<file path="config.mk">
export PLATFORM = sky130hd
export DESIGN_NAME = midi_clock_follower_divider
export DESIGN_NICKNAME = d
export VERILOG_FILES = /design/src/hw/rtl/mcfd_pkg.sv /design/src/hw/rtl/midi_clock_follower_divider.sv /design/src/hw/rtl/mcfd_div.sv /design/src/hw/rtl/mcfd_dp.sv /design/src/hw/rtl/mcfd_ctrl.sv
export SDC_FILE = /design/constraint.sdc
export NUM_CORES = 1
export LEC_CHECK = 0
export BUFFER_PORTS_ARGS = -buffer_cell sky130_fd_sc_hd__buf_2
export CAP_MARGIN = 25
export CORE_MARGIN = 2
export CORE_UTILIZATION = 64
export DETAILED_ROUTE_END_ITERATION = 10
export GPL_ROUTABILITY_DRIVEN = 1
export PLACE_DENSITY = 0.92
export SLEW_MARGIN = 10
export SYNTH_ARGS = -nofsm -noshare
export SYNTH_HDL_FRONTEND = slang
export SYNTH_HIERARCHICAL = 1
export SYNTH_SLANG_ARGS = --single-unit
export TNS_END_PERCENT = 10
</file>
<file path="constraint.sdc">
create_clock -name clk -period 8.3 [get_ports clk]
set_input_delay 0.415 -clock clk [delete_from_list [all_inputs] [get_ports clk]]
set_output_delay 0.415 -clock clk [all_outputs]
set_load 0.02 [all_outputs]
</file>
<file path="src/hw/rtl/mcfd_pkg.sv">
package mcfd_pkg;

	// field and register widths
	localparam int STAMP_W  = 16;
	localparam int TEMPO_W  = 10;
	localparam int CNT_W    = 16;
	localparam int PHASE_W  = 3;
	localparam int WEIGHT_W = 9;
	localparam int CFG_W    = 9;
	localparam int CFG_IDX_W = 2;

	// register indexes on the configuration port
	localparam logic [CFG_IDX_W-1:0] CFG_CLOCK_MODE  = 2'd0;
	localparam logic [CFG_IDX_W-1:0] CFG_SEND_ENABLE = 2'd1;
	localparam logic [CFG_IDX_W-1:0] CFG_PLL_WEIGHT  = 2'd2;

	// tempo to step interval: interval = TEMPO_NUM / bpm - TEMPO_OFS
	localparam int DIV_W = 18;
	localparam logic [DIV_W-1:0]   TEMPO_NUM    = 18'd156250;
	localparam logic [TEMPO_W-1:0] TEMPO_MIN    = 10'd3;
	localparam logic [CNT_W-1:0]   TEMPO_OFS    = 16'd16;
	localparam logic [CNT_W-1:0]   INTERVAL_RST = 16'd1286;

	// smoothing weight, out of WEIGHT_ONE
	localparam logic [WEIGHT_W-1:0] WEIGHT_ONE = 9'd256;
	localparam logic [WEIGHT_W-1:0] WEIGHT_RST = 9'd220;

	// six 96th steps to a 16th, a 32nd at the start and the middle
	localparam logic [PHASE_W-1:0] PHASE_WRAP = 3'd6;
	localparam logic [PHASE_W-1:0] PHASE_MID  = 3'd3;

	// phase correction gain, out of 256, range 1 to 128
	localparam int PHASE_GAIN = 16;
	localparam int GAIN_W     = 8;

	typedef enum logic [2:0] {
		CMD_TICK      = 3'd0,
		CMD_CLOCK     = 3'd1,
		CMD_EXT_START = 3'd2,
		CMD_EXT_STOP  = 3'd3,
		CMD_INT_START = 3'd4,
		CMD_INT_STOP  = 3'd5,
		CMD_PAUSE     = 3'd6,
		CMD_TEMPO     = 3'd7
	} cmd_t;

	typedef enum logic [1:0] {
		MODE_OFF      = 2'd0,
		MODE_INT      = 2'd1,
		MODE_EXT_MIDI = 2'd2,
		MODE_EXT_UART = 2'd3
	} mode_t;

	typedef enum logic [1:0] {
		BYTE_NONE  = 2'd0,
		BYTE_CLOCK = 2'd1,
		BYTE_START = 2'd2,
		BYTE_STOP  = 2'd3
	} byte_code_t;

	typedef enum logic [1:0] {
		RUN_PAUSED   = 2'd0,
		RUN_STARTING = 2'd1,
		RUN_STARTED  = 2'd2
	} run_t;

	typedef struct packed {
		cmd_t               cmd;
		logic [STAMP_W-1:0] timestamp;
		logic [TEMPO_W-1:0] tempo_bpm;
	} evt_t;

	typedef struct packed {
		logic             pulse_96th;
		logic             pulse_32nd;
		logic             pulse_16th;
		byte_code_t       midi_byte_code;
		logic [CNT_W-1:0] count_96th;
		logic [CNT_W-1:0] count_32nd;
		logic [CNT_W-1:0] count_16th;
		run_t             run_status;
	} res_t;

	// controller to datapath
	typedef struct packed {
		logic load;
		logic exec;
		logic fix;
		logic mul;
		logic mac;
		logic div_start;
		logic div_load;
		logic emit;
	} ctrl_cmd_t;

	// datapath to controller
	typedef struct packed {
		logic is_tempo;
		logic need_fix;
		logic need_smooth;
		logic div_done;
	} dp_stat_t;

endpackage

</file>
<file path="src/hw/rtl/midi_clock_follower_divider.sv">
// MIDI clock follower and divider. Each word on the event channel is a timer tick, an
// incoming MIDI clock pulse with its timestamp, a start, stop or pause command, or a new
// tempo, and every word gives exactly one result word: the 96th, 32nd and 16th pulses of
// that tick, the MIDI byte to send, the running step counts and the run status. Timer
// ticks and most commands pass through the execute and done states from acceptance until
// the result is registered; a tick that reloads the countdown in an external mode also
// passes the fix state for the phase correction, a smoothed clock pulse the multiply and
// accumulate states of the weighted average, and a tempo change the divide state, where
// it waits for the restoring divider that yields one quotient bit per cycle. A new event is
// taken as soon as the previous one has reached the result register, even while that
// result still waits downstream. Configuration writes are taken at any time but belong
// to idle periods.
module midi_clock_follower_divider
	import mcfd_pkg::*;
(
	input  logic                 clk,
	input  logic                 arst_n,
	input  logic                 evt_valid,
	output logic                 evt_stall,
	input  evt_t                 evt,
	output logic                 res_valid,
	input  logic                 res_stall,
	output res_t                 res,
	input  logic                 cfg_we,
	input  logic [CFG_IDX_W-1:0] cfg_index,
	input  logic [CFG_W-1:0]     cfg_data
);

	ctrl_cmd_t ctrl_cmd;
	dp_stat_t  dp_stat;

	mcfd_ctrl u_ctrl (
		.clk       (clk),
		.arst_n    (arst_n),
		.evt_valid (evt_valid),
		.evt_stall (evt_stall),
		.res_valid (res_valid),
		.res_stall (res_stall),
		.stat      (dp_stat),
		.cmd       (ctrl_cmd)
	);

	mcfd_dp u_dp (
		.clk       (clk),
		.arst_n    (arst_n),
		.evt       (evt),
		.cfg_we    (cfg_we),
		.cfg_index (cfg_index),
		.cfg_data  (cfg_data),
		.cmd       (ctrl_cmd),
		.stat      (dp_stat),
		.res       (res)
	);

endmodule

</file>
<file path="src/hw/rtl/mcfd_div.sv">
module mcfd_div
	import mcfd_pkg::*;
(
	input  logic               clk,
	input  logic               arst_n,
	input  logic               start,
	input  logic [TEMPO_W-1:0] divisor,
	output logic [DIV_W-1:0]   quotient,
	output logic               done
);

	localparam int STEP_W = $clog2(DIV_W + 1);

	logic [STEP_W-1:0]  step_q;
	logic               done_q;
	logic [TEMPO_W-1:0] rem_q;
	logic [TEMPO_W-1:0] dsr_q;
	logic [DIV_W-1:0]   quo_q;

	logic [TEMPO_W:0]   shifted;
	logic [TEMPO_W:0]   diff;
	logic               fits;

	// restoring division, one quotient bit a cycle
	assign shifted = {rem_q, quo_q[DIV_W-1]};
	assign diff    = shifted - {1'b0, dsr_q};
	assign fits    = shifted >= {1'b0, dsr_q};

	always_ff @(posedge clk or negedge arst_n) begin
		if (!arst_n) begin
			step_q <= '0;
			done_q <= 1'b0;
		end else begin
			done_q <= 1'b0;
			if (start) begin
				step_q <= STEP_W'(DIV_W);
			end else if (step_q != '0) begin
				step_q <= step_q - 1'b1;
				if (step_q == STEP_W'(1))
					done_q <= 1'b1;
			end
		end
	end

	always_ff @(posedge clk) begin
		if (start) begin
			rem_q <= '0;
			dsr_q <= divisor;
			quo_q <= TEMPO_NUM;
		end else if (step_q != '0) begin
			rem_q <= fits ? diff[TEMPO_W-1:0] : shifted[TEMPO_W-1:0];
			quo_q <= {quo_q[DIV_W-2:0], fits};
		end
	end

	assign quotient = quo_q;
	assign done     = done_q;

endmodule

</file>
<file path="src/hw/rtl/mcfd_dp.sv">
module mcfd_dp
	import mcfd_pkg::*;
(
	input  logic                 clk,
	input  logic                 arst_n,
	input  evt_t                 evt,
	input  logic                 cfg_we,
	input  logic [CFG_IDX_W-1:0] cfg_index,
	input  logic [CFG_W-1:0]     cfg_data,
	input  ctrl_cmd_t            cmd,
	output dp_stat_t             stat,
	output res_t                 res
);

	localparam int PROD_W = CNT_W + WEIGHT_W;

	// settings
	mode_t               mode_q;
	logic                send_q;
	logic [WEIGHT_W-1:0] weight_q;

	// follower state
	run_t               run_q;
	logic [CNT_W-1:0]   countdown_q;
	logic [CNT_W-1:0]   interval_q;
	logic [STAMP_W-1:0] prev_stamp_q;
	logic [CNT_W-1:0]   gen_steps_q;
	logic [PHASE_W-1:0] gen_phase_q;
	logic [CNT_W-1:0]   gen_32_q;
	logic [CNT_W-1:0]   gen_16_q;
	logic [CNT_W-1:0]   recv_steps_q;
	logic [PHASE_W-1:0] recv_phase_q;

	// per-word working registers
	evt_t               item_q;
	logic [STAMP_W-1:0] gap_q;
	logic [PROD_W-1:0]  prod_q;
	logic               p96_q;
	logic               p32_q;
	logic               p16_q;
	byte_code_t         byte_q;
	res_t               res_q;

	logic               ext;
	logic               is_tick;
	logic               is_clock;
	logic               cd_zero;
	logic               p96_n;
	logic               p32_n;
	logic               p16_n;
	logic               do_start;
	logic               do_stop;
	byte_code_t         byte_n;
	logic [STAMP_W-1:0] gap_now;
	logic [CNT_W-1:0]   recv_next;
	logic [PHASE_W-1:0] recv_phase_inc;
	logic [PHASE_W-1:0] gen_phase_inc;
	logic [WEIGHT_W-1:0] w_eff;
	logic [PROD_W-1:0]  mac_sum;
	logic               sync;
	logic               behind;
	logic [CNT_W-1:0]   dec;
	logic [CNT_W-1:0]   inc;
	logic [CNT_W:0]     grown;
	logic [TEMPO_W-1:0] tempo_cl;
	logic [DIV_W-1:0]   quotient;
	logic [DIV_W-1:0]   interval_div;
	logic               div_done;

	// a gap across the wrap is one short of the modular difference
	function automatic logic [STAMP_W-1:0] stamp_gap(input logic [STAMP_W-1:0] older,
		input logic [STAMP_W-1:0] newer);
		if (newer >= older)
			return newer - older;
		return newer - older - 1'b1;
	endfunction

	function automatic logic [CNT_W-1:0] gain_of(input logic [CNT_W-1:0] v);
		logic [CNT_W+GAIN_W-1:0] p;
		p = {{GAIN_W{1'b0}}, v} * (CNT_W + GAIN_W)'(PHASE_GAIN);
		return p[CNT_W+GAIN_W-1:GAIN_W];
	endfunction

	assign ext      = (mode_q == MODE_EXT_MIDI) || (mode_q == MODE_EXT_UART);
	assign is_tick  = item_q.cmd == CMD_TICK;
	assign is_clock = item_q.cmd == CMD_CLOCK;
	assign cd_zero  = countdown_q == '0;

	assign p96_n = is_tick && cd_zero;
	assign p16_n = p96_n && (gen_phase_q == '0);
	assign p32_n = p96_n && ((gen_phase_q == '0) || (gen_phase_q == PHASE_MID));

	assign do_start = (mode_q == MODE_INT) && ((item_q.cmd == CMD_INT_START) ||
		((item_q.cmd == CMD_PAUSE) && (run_q == RUN_PAUSED)));
	assign do_stop  = (mode_q == MODE_INT) && ((item_q.cmd == CMD_INT_STOP) ||
		((item_q.cmd == CMD_PAUSE) && (run_q != RUN_PAUSED)));

	always_comb begin
		byte_n = BYTE_NONE;
		if (send_q) begin
			if (do_start)
				byte_n = BYTE_START;
			else if (do_stop)
				byte_n = BYTE_STOP;
			else if (p96_n && (mode_q == MODE_INT))
				byte_n = BYTE_CLOCK;
		end
	end

	assign gap_now        = stamp_gap(prev_stamp_q, item_q.timestamp);
	assign recv_next      = recv_steps_q + 1'b1;
	assign recv_phase_inc = recv_phase_q + 1'b1;
	assign gen_phase_inc  = gen_phase_q + 1'b1;

	// smoothing
	assign w_eff   = (weight_q > WEIGHT_ONE) ? WEIGHT_ONE : weight_q;
	assign mac_sum = prod_q + {{WEIGHT_W{1'b0}}, gap_q} *
		{{CNT_W{1'b0}}, WEIGHT_ONE - w_eff};

	// phase correction against the received count
	assign sync   = (gen_steps_q < recv_steps_q) ||
		({1'b0, gen_steps_q} > ({1'b0, recv_steps_q} + 1'b1));
	assign behind = sync || (gen_steps_q <= recv_steps_q);
	assign dec    = gain_of(gap_q);
	assign inc    = gain_of(countdown_q - gap_q);
	assign grown  = {1'b0, countdown_q} + {1'b0, inc};

	assign tempo_cl     = (item_q.tempo_bpm < TEMPO_MIN) ? TEMPO_MIN : item_q.tempo_bpm;
	assign interval_div = quotient - DIV_W'(TEMPO_OFS);

	mcfd_div u_div (
		.clk      (clk),
		.arst_n   (arst_n),
		.start    (cmd.div_start),
		.divisor  (tempo_cl),
		.quotient (quotient),
		.done     (div_done)
	);

	always_ff @(posedge clk or negedge arst_n) begin
		if (!arst_n) begin
			mode_q       <= MODE_OFF;
			send_q       <= 1'b0;
			weight_q     <= WEIGHT_RST;
			run_q        <= RUN_PAUSED;
			countdown_q  <= '0;
			interval_q   <= INTERVAL_RST;
			prev_stamp_q <= '0;
			gen_steps_q  <= '0;
			gen_phase_q  <= '0;
			gen_32_q     <= '0;
			gen_16_q     <= '0;
			recv_steps_q <= '0;
			recv_phase_q <= '0;
		end else begin
			if (cfg_we) begin
				unique case (cfg_index)
					CFG_CLOCK_MODE:  mode_q   <= mode_t'(cfg_data[1:0]);
					CFG_SEND_ENABLE: send_q   <= cfg_data[0];
					CFG_PLL_WEIGHT:  weight_q <= cfg_data[WEIGHT_W-1:0];
					default: ;
				endcase
			end

			if (cmd.exec) begin
				case (item_q.cmd)
					CMD_TICK: begin
						if (cd_zero) begin
							countdown_q <= interval_q;
							gen_steps_q <= gen_steps_q + 1'b1;
							gen_phase_q <= (gen_phase_inc == PHASE_WRAP) ? '0 : gen_phase_inc;
							if (p16_n)
								gen_16_q <= gen_16_q + 1'b1;
							if (p32_n)
								gen_32_q <= gen_32_q + 1'b1;
						end else begin
							countdown_q <= countdown_q - 1'b1;
						end
					end
					CMD_CLOCK: begin
						prev_stamp_q <= item_q.timestamp;
						recv_steps_q <= recv_next;
						recv_phase_q <= (recv_phase_inc == PHASE_WRAP) ? '0 : recv_phase_inc;
						if (run_q == RUN_STARTING)
							run_q <= RUN_STARTED;
						else if ((run_q == RUN_STARTED) && (recv_next == CNT_W'(2)))
							interval_q <= gap_now;
					end
					CMD_EXT_START: begin
						if (ext) begin
							run_q        <= RUN_STARTING;
							countdown_q  <= '0;
							prev_stamp_q <= '0;
							gen_steps_q  <= '0;
							gen_phase_q  <= '0;
							gen_32_q     <= '0;
							gen_16_q     <= '0;
							recv_steps_q <= '0;
							recv_phase_q <= '0;
							weight_q     <= WEIGHT_RST;
						end
					end
					CMD_EXT_STOP: begin
						if (ext)
							run_q <= RUN_PAUSED;
					end
					default: begin
						if (do_start) begin
							run_q       <= RUN_STARTED;
							gen_steps_q <= '0;
							gen_phase_q <= '0;
							gen_32_q    <= '0;
							gen_16_q    <= '0;
						end else if (do_stop) begin
							run_q <= RUN_PAUSED;
						end
					end
				endcase
			end

			if (cmd.fix) begin
				if (sync) begin
					gen_steps_q <= recv_steps_q;
					gen_phase_q <= recv_phase_q;
				end
				if (behind)
					countdown_q <= (countdown_q > dec) ? countdown_q - dec : '0;
				else if (countdown_q > gap_q)
					countdown_q <= grown[CNT_W] ? '1 : grown[CNT_W-1:0];
			end

			if (cmd.mac)
				interval_q <= mac_sum[CNT_W+7:8];

			if (cmd.div_load)
				interval_q <= interval_div[CNT_W-1:0];
		end
	end

	always_ff @(posedge clk) begin
		if (cmd.load)
			item_q <= evt;
		if (cmd.exec) begin
			gap_q  <= gap_now;
			p96_q  <= p96_n;
			p32_q  <= p32_n;
			p16_q  <= p16_n;
			byte_q <= byte_n;
		end
		if (cmd.mul)
			prod_q <= {{WEIGHT_W{1'b0}}, interval_q} * {{CNT_W{1'b0}}, w_eff};
		if (cmd.emit) begin
			res_q.pulse_96th     <= p96_q;
			res_q.pulse_32nd     <= p32_q;
			res_q.pulse_16th     <= p16_q;
			res_q.midi_byte_code <= byte_q;
			res_q.count_96th     <= gen_steps_q;
			res_q.count_32nd     <= gen_32_q;
			res_q.count_16th     <= gen_16_q;
			res_q.run_status     <= run_q;
		end
	end

	assign stat.is_tempo    = item_q.cmd == CMD_TEMPO;
	assign stat.need_fix    = p96_n && ext;
	assign stat.need_smooth = is_clock && (run_q == RUN_STARTED) && (recv_next != CNT_W'(2));
	assign stat.div_done    = div_done;
	assign res              = res_q;

endmodule

</file>
<file path="src/hw/rtl/mcfd_ctrl.sv">
module mcfd_ctrl
	import mcfd_pkg::*;
(
	input  logic      clk,
	input  logic      arst_n,
	input  logic      evt_valid,
	output logic      evt_stall,
	output logic      res_valid,
	input  logic      res_stall,
	input  dp_stat_t  stat,
	output ctrl_cmd_t cmd
);

	typedef enum logic [2:0] {
		ST_IDLE,
		ST_EXEC,
		ST_FIX,
		ST_MUL,
		ST_MAC,
		ST_DIV,
		ST_DONE
	} state_t;

	state_t state_q;
	state_t state_n;
	logic   out_valid_q;
	logic   accept;
	logic   emit;

	assign accept = (state_q == ST_IDLE) && evt_valid;
	// the result register frees up in the same cycle it is taken
	assign emit   = (state_q == ST_DONE) && (!out_valid_q || !res_stall);

	always_comb begin
		state_n = state_q;
		unique case (state_q)
			ST_IDLE: if (evt_valid) state_n = ST_EXEC;
			ST_EXEC: begin
				if (stat.is_tempo)
					state_n = ST_DIV;
				else if (stat.need_fix)
					state_n = ST_FIX;
				else if (stat.need_smooth)
					state_n = ST_MUL;
				else
					state_n = ST_DONE;
			end
			ST_FIX:  state_n = ST_DONE;
			ST_MUL:  state_n = ST_MAC;
			ST_MAC:  state_n = ST_DONE;
			ST_DIV:  if (stat.div_done) state_n = ST_DONE;
			ST_DONE: if (emit) state_n = ST_IDLE;
			default: state_n = ST_IDLE;
		endcase
	end

	always_ff @(posedge clk or negedge arst_n) begin
		if (!arst_n) begin
			state_q     <= ST_IDLE;
			out_valid_q <= 1'b0;
		end else begin
			state_q     <= state_n;
			out_valid_q <= emit || (out_valid_q && res_stall);
		end
	end

	always_comb begin
		cmd           = '0;
		cmd.load      = accept;
		cmd.exec      = state_q == ST_EXEC;
		cmd.div_start = (state_q == ST_EXEC) && stat.is_tempo;
		cmd.fix       = state_q == ST_FIX;
		cmd.mul       = state_q == ST_MUL;
		cmd.mac       = state_q == ST_MAC;
		cmd.div_load  = (state_q == ST_DIV) && stat.div_done;
		cmd.emit      = emit;
	end

	assign evt_stall = state_q != ST_IDLE;
	assign res_valid = out_valid_q;

endmodule

</file>
# After elaboration in Yosys (flattened, before gate mapping)
# Cells that the tools add are included.
[classes] add_sub_neg=18 order_cmp=9 n_eq_ne=36 mul=2 n_mux=74 bitwise=3 reduce_logical=54
[ops] operator="2-to-1 mux 16 bit" count=28
[ops] operator="one-hot mux 16 bit (3 select lines)" count=3
[ops] operator="one-hot mux 16 bit (2 select lines)" count=3
[ops] operator="adder 16 x 1 -> 16 bit, second input constant" count=4
[ops] operator="2-to-1 mux 9 bit" count=6
[ops] operator="multiplier 16 x 9 -> 24 bit" count=2
[ops] operator="2-to-1 mux 3 bit" count=15
[ops] operator="subtractor 16 x 1 -> 16 bit, second input constant" count=2
[ops] operator="subtractor 16 bit" count=2
[ops] operator="== test 3 bit, second input constant" count=9
[ops] operator="adder 24 bit" count=1
[ops] operator="one-hot mux 3 bit (6 select lines)" count=1
[ops] operator="AND reduction 6 bit" count=3
[ops] operator="adder 16 x 1 -> 17 bit, second input constant" count=1
[ops] operator="adder 16 x 12 -> 17 bit" count=1
[ops] operator="greater-than comparator 16 x 17 -> 1 bit" count=1
[ops] operator="logical AND 1 bit" count=17
[ops] operator="== test 16 x 2 -> 1 bit, second input constant" count=1
[ops] operator="greater-or-equal comparator 16 bit" count=1
[ops] operator="greater-than comparator 16 x 12 -> 1 bit" count=1
[ops] operator="greater-than comparator 16 bit" count=1
[ops] operator="<= comparator 16 bit" count=1
[ops] operator="logical NOT 16 bit" count=1
[ops] operator="less-than comparator 16 bit" count=1
[ops] operator="other kinds (37)" count=90
[word_totals] inputBits=45 reg_bits=309

# Logic depth before layout (Yosys ltp)
# Gate-level depths: netlist (run 1).
[depth] depth_word=9 ltp_mapped=30 depth_no_buf=26

# Hierarchy
# Netlist (run 1), hierarchy kept.
[modules_own_cells] mod="mcfd_dp" instances=1 area_per_inst_um2=25395.6 cells_each=2840
[modules_own_cells] mod="mcfd_div" instances=1 area_per_inst_um2=2172.1 cells_each=236
[modules_own_cells] mod="mcfd_ctrl" instances=1 area_per_inst_um2=320.3 cells_each=37

# Worst setup path before layout (run 1)
# OpenSTA, ideal clock, no wires.
[synth_timing] path_kind="register to register" start="register u_dp.weight_q[8]" end="register u_dp.interval_q[14]" setup_ps=132 path_buffers=4 path_stages_with_launch=28 synth_period_minus_slack_ps=7032 setup_slack_ps=1268 required_ps=8168 arrival_ps=6900 path_cell_list="dfrtp_1 -> clkbuf_1 -> nor2b_1 -> clkbuf_1 -> clkbuf_1 -> inv_1 -> ha_1 -> xnor2_1 -> clkbuf_1 -> nand2_1 -> fa_1 -> inv_1 -> fa_1 -> inv_1 -> fa_1 -> inv_1 -> fa_1 -> fa_1 -> ha_1 -> a2111oi_0 -> o21ai_0 -> o211a_1 -> a31oi_1 -> nand3b_1 -> a311oi_1 -> or3_1 -> a21oi_1 -> a211oi_1"
[synth_via] elab_chain_cells=7
[synth_lines] element="start: declaration" line_no="mcfd_dp.sv:20" text="logic [WEIGHT_W-1:0] weight_q;"
[synth_lines] element="start signal: assignment" line_no="mcfd_dp.sv:160" text="CFG_PLL_WEIGHT: weight_q <= cfg_data[WEIGHT_W-1:0];"
[synth_lines] element="greater-than comparator 9 bit" line_no="mcfd_dp.sv:116" text="assign w_eff = (weight_q > WEIGHT_ONE) ? WEIGHT_ONE : weight_q;"
[synth_lines] element="2-to-1 mux 9 bit (*)" line_no="mcfd_dp.sv:116"
[synth_lines] element="subtractor 9 bit (*)" line_no="mcfd_dp.sv:118" text="{{CNT_W{1'b0}}, WEIGHT_ONE - w_eff};"
[synth_lines] element="multiplier 16 x 9 -> 24 bit (*)" line_no="mcfd_dp.sv:117" text="assign mac_sum = prod_q + {{WEIGHT_W{1'b0}}, gap_q} *"
[synth_lines] element="adder 24 bit (*)" line_no="mcfd_dp.sv:117"
[synth_lines] element="2-to-1 mux 16 bit (*)" line_no="mcfd_dp.sv:232" text="if (cmd.mac)"
[synth_lines] element="2-to-1 mux 16 bit (*)" line_no="mcfd_dp.sv:235" text="if (cmd.div_load)"
[synth_lines] element="end signal: assignment" line_no="mcfd_dp.sv:187" text="interval_q <= gap_now;"
[synth_lines] element="end signal: assignment" line_no="mcfd_dp.sv:233" text="interval_q <= mac_sum[CNT_W+7:8];"
[synth_lines] element="end signal: assignment" line_no="mcfd_dp.sv:236" text="interval_q <= interval_div[CNT_W-1:0];"
[synth_lines] element="end: declaration" line_no="mcfd_dp.sv:25" text="logic [CNT_W-1:0] interval_q;"
# Every way passes the cells marked *; elsewhere a longest branch is shown, timed or not.
# A chain may end at the register's enable or synchronous reset.

# Worst setup path after layout (run 1)
[layout_timing] start="register u_dp.weight_q[8]" end="register u_dp.interval_q[15]"
# The elaborated chain is that of the path after synthesis.

==> out/summary.md, run 1 <==
Global routing
- vias in the first global route: 23367
- pin count of the biggest net entering global routing: 74
- total overflow reported by the global router: 0
- antenna violations before repair: 1
- first-pass GRT wire length: 122000 um
- overall routing resource usage: 34.1%

Timing
- time the final worst path needs with I/O delays and setup: 7310 ps
- Fin. Hold Viols: 0
- Max Freq: 137 MHz
- final slew viol count: 0
- final setup skew: 26.4 ps
- unrepaired setup endpoints after global routing: no
- Final setup viols: 0
- headroom to the max-slew limit: 29.2%
- part of the cycle the worst path needs: 88.0%
- post-route setup TNS: 0 ps
- Worst Tran Pin Value: 1060 ps

CTS
- later-pin clock latency in the skew report: 570 ps
- number of sinks on the clock net: 309
- clock root cell: sky130_fd_sc_hd__clkbuf_16
- TritonCTS clock tree: yes
- number of buffers added by the clock tree synthesis step: 35
- maximum level of the CTS H-tree: 2
- number of cells upsized or downsized after cts: 0
- clock slew seen by the registers of the worst setup and hold paths: 60 ps
- Bufs on Longest Clock Path: 3

Route
- number of vias after detailed routing: 23625
- drt total wl: 75500 um
- number of vias per cell: 6.27
- Final ANT Viol Nets: 0
- DR pass1 iterations: 6
- per-cell routed wire length: 20.0 um
- number of remaining DRC errors: 0
- number of DRC markers after the initial detailed-route iteration: 2890

Place
- gpl congestion: 0.996
- number of I/O port buffers: 101
- dpl hpwl: 56400 um

Critical path
- library cell contributing the largest single delay on the critical path: sky130_fd_sc_hd__mux2i_1
- cell repeated most along the worst path: sky130_fd_sc_hd__fa_1
- top fanout value on the critical path: 12
- worst path arrival time: 7770 ps
- Critical Path Max Stage Delay: 590 ps
- WP data required: 8760 ps
- CP Launch Type: register
- critical path capture point type: register
- critical-path cell list: nor2b_1, inv_1, ha_1, nand4bb_1, mux2i_1, nor2_1, fa_1, fa_1, fa_1, fa_1, inv_1, fa_1, inv_1, ha_1, and3_1, a221oi_1, nand2_1, a31oi_1, nand3b_1, a311oi_1, nor4_1, o21ai_0, o211a_1
- Critical Setup Path Class: register to register

Min path
- Min-Delay Path Class: input pin to register

Yosys
- flop and latch count out of synthesis: 309
- warning count from the yosys run: 6
- Main synth FF type: sky130_fd_sc_hd__edfxtp_1
- count of flip-flops with a built-in enable after synthesis: 139
- synthesized netlist cell count: 3113
- most frequent cell after synthesis: sky130_fd_sc_hd__inv_1
- async set or reset register ratio after synthesis: 46.0%
- Distinct cells, synth: 94
- dominant cell type by area after synthesis: sky130_fd_sc_hd__fa_1
- synth top area cells: sky130_fd_sc_hd__fa_1 16%, sky130_fd_sc_hd__edfxtp_1 15%, sky130_fd_sc_hd__dfrtp_1 12%
- sequential element share of the synthesized area: 29.8%
- ranking of synthesized cells by instance count: 403 x sky130_fd_sc_hd__inv_1, 385 x sky130_fd_sc_hd__nand2_1, 218 x sky130_fd_sc_hd__fa_1, 207 x sky130_fd_sc_hd__ha_1, 191 x sky130_fd_sc_hd__nor2_1
- Post-Synthesis Mean Instance Area: 8.96 um2
- Syn Std Cell Area: 27900 um2
- area share of the largest cell type after synthesis: 15.6%
- Net Count, Synth: 3583

Outcome
- run status: complete, no violations

Layout
- Antenna diodes: 0
- share of layout cells above drive strength 1: 7.89%
- post-layout net count: 3624
- area growth from synthesis to final layout: 7.95%

Die
- total number of placement rows: 76
- number of top-level design ports: 102
- die footprint: 45300 um2
- Initial Util: 64.7%
- die width: 213 um
- Die H: 213 um
- Core Area: 43100 um2

Run
- Max-Cap Viols: 0

per-layer routing:
metal / part of all wire [%] / up-vias / track usage [%]
met5: 0 / - / 0
met4: 4.5 / 0 / 14.2
met3: 9.1 / 261 / 5.49
met2: 48 / 1329 / 56.6
met1: 39 / 11416 / 44.9
li1: - / 10619 / -
layout make-up:
cell class              count  area [um2]
clock inverters            20         159
inverters                 404        1520
flip-flops and latches    309        8300
multi-input cells        2252       17500
repair buffers            152         955
clock buffers              43         936
fillers                  3097       13000
well taps                 585         732
sequential cells by signal (all words and copies together) (netlist names), 18 cells and up:
| register | count |
|---|---|
| u_dp/res | 55 |
| u_dp/item_q | 29 |
| u_dp/prod_q | 24 |
| u_dp/u_div/quotient | 18 |
placed cells by master, fill, tap and decap left out, types with 84 or more instances in the layout:
| cell type | instances |
|---|---|
| sky130_fd_sc_hd__ha_1 | 207 |
| sky130_fd_sc_hd__buf_2 | 101 |
| sky130_fd_sc_hd__a21oi_1 | 180 |
| sky130_fd_sc_hd__o21ai_0 | 129 |
| sky130_fd_sc_hd__fa_1 | 218 |
| sky130_fd_sc_hd__dfrtp_1 | 133 |
| sky130_fd_sc_hd__xnor2_1 | 84 |
| sky130_fd_sc_hd__edfxtp_1 | 139 |
| sky130_fd_sc_hd__and2_1 | 113 |
| sky130_fd_sc_hd__nand2_1 | 385 |
| sky130_fd_sc_hd__nor2_1 | 190 |
| sky130_fd_sc_hd__inv_1 | 403 |
cell families after synthesis:
kind of cell    Yosys count  synth area share (%)
xor+xnor                142                  4.46
buf+inv                 552                  7.63
fa+ha+maj               425                  24.9
simple gates           1076                  18.9
flops                   309                  29.8
compound gates          597                  13.8
mux                      12                 0.453
metrics by stage:
stage / instances / area (um2) / hold slack [ps] / setup WS [ps] / util [%]
floorplan: 3113 / 27900 / 119 / 1270 / -
global placement: 3688 / 28800 / 415 / 984 / 67.0
detailed placement: 3690 / 28900 / 422 / 1090 / 67.0
CTS: 3762 / 30000 / 0.189 / 1050 / 69.8
global route: 3765 / 30100 / 2.21 / 632 / 69.9
finish: 3765 / 30100 / 21.0 / 994 / 69.9
worst paths after layout:
check	startpoint	to	slack, ps	depth (start not counted)
max in group asynchronous	arst_n	u_dp/countdown_q[4]	6720	4
hold reg to reg	u_dp/byte_q[1]	u_dp/res[51]	430	0
setup reg to reg	u_dp/weight_q[8]	u_dp/interval_q[15]	990	23
min in group asynchronous	arst_n	u_dp/prev_stamp_q[15]	460	2
setup / recovery	u_dp/weight_q[8]	u_dp/interval_q[15]	990	23
hold / removal	evt[12]	u_dp/item_q[12]	20	1
critical path, delay by kind of cell (launching register included):
family / cells / cell delay [ps]
AO/OA/AOI/OAI: 5 / 1120
adder cells (fa/ha/maj): 7 / 3210
buffers and inverters: 3 / 200
flip-flops: 1 / 510
multiplexers: 1 / 590
AND/OR/NAND/NOR: 7 / 1580
timing repair:
item | CTS | global route
hold buffers | 9 | 0
hold endpoints to repair | 71 | 0
setup buffers | 0 | 0
Power of run 1 is not shown: default switching activity piles up to over one toggle a cycle in this logic, so the estimate is an artifact.
==> run 2: changes to the inputs <==
BUFFER_PORTS_ARGS = -buffer_cell sky130_fd_sc_hd__buf_4   (was -buffer_cell sky130_fd_sc_hd__buf_2)
==> run 2 against run 1 <==
Global-route usage barely moved. Routed wire length increased by 0.82%. Setup slack got worse by 390 ps. Core utilization rose by 0.55 points. Final area increased by 0.78%. Clock skew grew 0.90 ps. Maximum frequency shrank 5.1%. Register-to-register slack lost 390 ps. Via count increased by 0.70%. Critical path type unchanged. Critical path depth is the same. Hold slack improved by 5.9 ps.
==> out/summary.md, run 2 (synthesis results as in run 1) <==
Outcome
- run status: complete, no violations

Critical path
- WP data required: 8790 ps
- top fanout value on the critical path: 31
- Critical Setup Path Class: register to register
- CP Launch Type: register
- critical path capture point type: register
- worst path arrival time: 8190 ps

Global routing
- pin count of the biggest net entering global routing: 78
- total overflow reported by the global router: 0
- overall routing resource usage: 34.1%
- antenna violations before repair: 3
- first-pass GRT wire length: 122000 um
- vias in the first global route: 23732

Layout
- most frequent cells in the layout: 403 x sky130_fd_sc_hd__inv_1, 385 x sky130_fd_sc_hd__nand2_1, 218 x sky130_fd_sc_hd__fa_1
- footprint of the multi-input gates: 17500 um2
- area growth from synthesis to final layout: 8.80%
- sequential standard cell area: 8300 um2
- number of fill cells: 3090
- Largest register FFs: 55
- commonest non-fill, non-tap cell in the layout: sky130_fd_sc_hd__inv_1
- share of layout cells above drive strength 1: 7.91%
- post-layout net count: 3615

Route
- per-cell routed wire length: 20.2 um
- number of vias after detailed routing: 23791
- number of remaining DRC errors: 0
- Final ANT Viol Nets: 0
- number of DRC markers after the initial detailed-route iteration: 2780
- number of vias per cell: 6.33
- DR pass1 iterations: 6
- drt total wl: 76100 um

Timing
- Worst Tran Pin Value: 1070 ps
- Max Freq: 130 MHz
- Final setup viols: 0
- final worst-path setup slack: 605 ps
- part of the cycle the worst path needs: 92.7%
- headroom to the max-slew limit: 27.0%
- post-route setup TNS: 0 ps
- Fin. Hold Viols: 0
- time the final worst path needs with I/O delays and setup: 7700 ps
- final slew viol count: 0
- final setup skew: 27.3 ps
- unrepaired setup endpoints after global routing: no

Place
- dpl hpwl: 56800 um
- worst setup slack before clock tree synthesis: 653 ps
- number of I/O port buffers: 101
- gpl congestion: 1.01

Die
- Die H: 213 um
- total number of placement rows: 76
- Core Area: 43100 um2
- number of top-level design ports: 102
- die width: 213 um
- die footprint: 45300 um2
- Initial Util: 64.7%

CTS
- clock slew seen by the registers of the worst setup and hold paths: 60 ps
- number of buffers added by the clock tree synthesis step: 35
- TritonCTS clock tree: yes
- number of sinks on the clock net: 309
- maximum level of the CTS H-tree: 2
- post-CTS setup buffer count: 0
- number of cells upsized or downsized after cts: 0
- clock root cell: sky130_fd_sc_hd__clkbuf_16
- Bufs on Longest Clock Path: 3
- later-pin clock latency in the skew report: 570 ps

Run
- Max-Cap Viols: 0

Min path
- Min-Delay Path Class: input pin to register

==> run 2: changes by cell type in the layout (fill, tap and decap cells not counted), moves of 3 or more <==
cell / change
sky130_fd_sc_hd__buf_2: -100
sky130_fd_sc_hd__buf_4: +97
sky130_fd_sc_hd__bufinv_16: +3
sky130_fd_sc_hd__clkbuf_1: +5
sky130_fd_sc_hd__clkinv_1: -5
sky130_fd_sc_hd__clkinv_2: +3
sky130_fd_sc_hd__clkinvlp_4: -6
sky130_fd_sc_hd__dlygate4sd3_1: -8
==> run 2: area by class of cell <==
cell class	instances	share of cell area [%]
clock inverters	17	0.672
clock buffers	47	3.10
well taps	585	2.41
flip-flops and latches	309	27.4
diodes	1	0.00825
inverters	404	5.00
multi-input cells	2252	57.7
repair buffers	143	3.75
==> run 2: path summary, 6_finish.rpt <==
check,from,to,slack [ps],depth (start not counted)
worst max-delay path,u_dp/weight_q[8],u_dp/interval_q[12],600,23
worst min-delay path,evt[11],u_dp/item_q[11],30,1
worst max register to register,u_dp/weight_q[8],u_dp/interval_q[12],600,23
worst min register to register,u_dp/p96_q,u_dp/res[54],420,0
max in group asynchronous,arst_n,u_dp/weight_q[3],6580,4
min in group asynchronous,arst_n,u_dp/prev_stamp_q[7],410,2
==> run 2: through the flow <==
stage	instances	area, um2	util, %	hold slack [ps]
after floorplan	3113	27900	-	119
after global placement	3685	29100	67.5	405
after detailed placement	3686	29100	67.5	406
after CTS	3751	30200	70.2	9.99
after global routing	3758	30300	70.4	18.7
final	3758	30300	70.4	26.9
==> run 2: routing by layer <==
| layer | up-vias | track usage [%] | wire length, um | part of all wire (%) |
|---|---|---|---|---|
| met1 | 11534 | 43.7 | 29000 | 38 |
| met2 | 1362 | 55.9 | 36200 | 48 |
| met4 | 4 | 16.0 | 3630 | 4.8 |
| li1 | 10618 | - | - | - |
| met5 | - | 0 | 25 | 0.033 |
| met3 | 273 | 6.87 | 7230 | 9.5 |
==> run 2: worst max-delay path: stages (launching register included) <==
cell and delay, ps:
sky130_fd_sc_hd__dfrtp_1 530, sky130_fd_sc_hd__nor2b_2 200, sky130_fd_sc_hd__buf_4 360, sky130_fd_sc_hd__inv_1 160, sky130_fd_sc_hd__ha_1 680, sky130_fd_sc_hd__nand2_1 160
sky130_fd_sc_hd__fa_1 530, sky130_fd_sc_hd__inv_1 50, sky130_fd_sc_hd__fa_1 500, sky130_fd_sc_hd__inv_1 50, sky130_fd_sc_hd__fa_1 470, sky130_fd_sc_hd__inv_1 50
sky130_fd_sc_hd__fa_1 570, sky130_fd_sc_hd__fa_1 430, sky130_fd_sc_hd__ha_1 330, sky130_fd_sc_hd__a2111oi_0 480, sky130_fd_sc_hd__o21ai_0 330, sky130_fd_sc_hd__o211a_1 330
sky130_fd_sc_hd__a31oi_1 420, sky130_fd_sc_hd__nor3b_1 170, sky130_fd_sc_hd__o31ai_1 300, sky130_fd_sc_hd__a21boi_0 140, sky130_fd_sc_hd__o21ai_0 210, sky130_fd_sc_hd__o211a_1 170
==> run 2: repair_timing <==
| action | CTS | global route |
|---|---|---|
| hold buffers | 1 | 0 |
| endpoints found under the hold margin | 65 | 0 |
| endpoints found under the setup margin | 0 | 0 |
Power of run 2 is left out for the same reason.
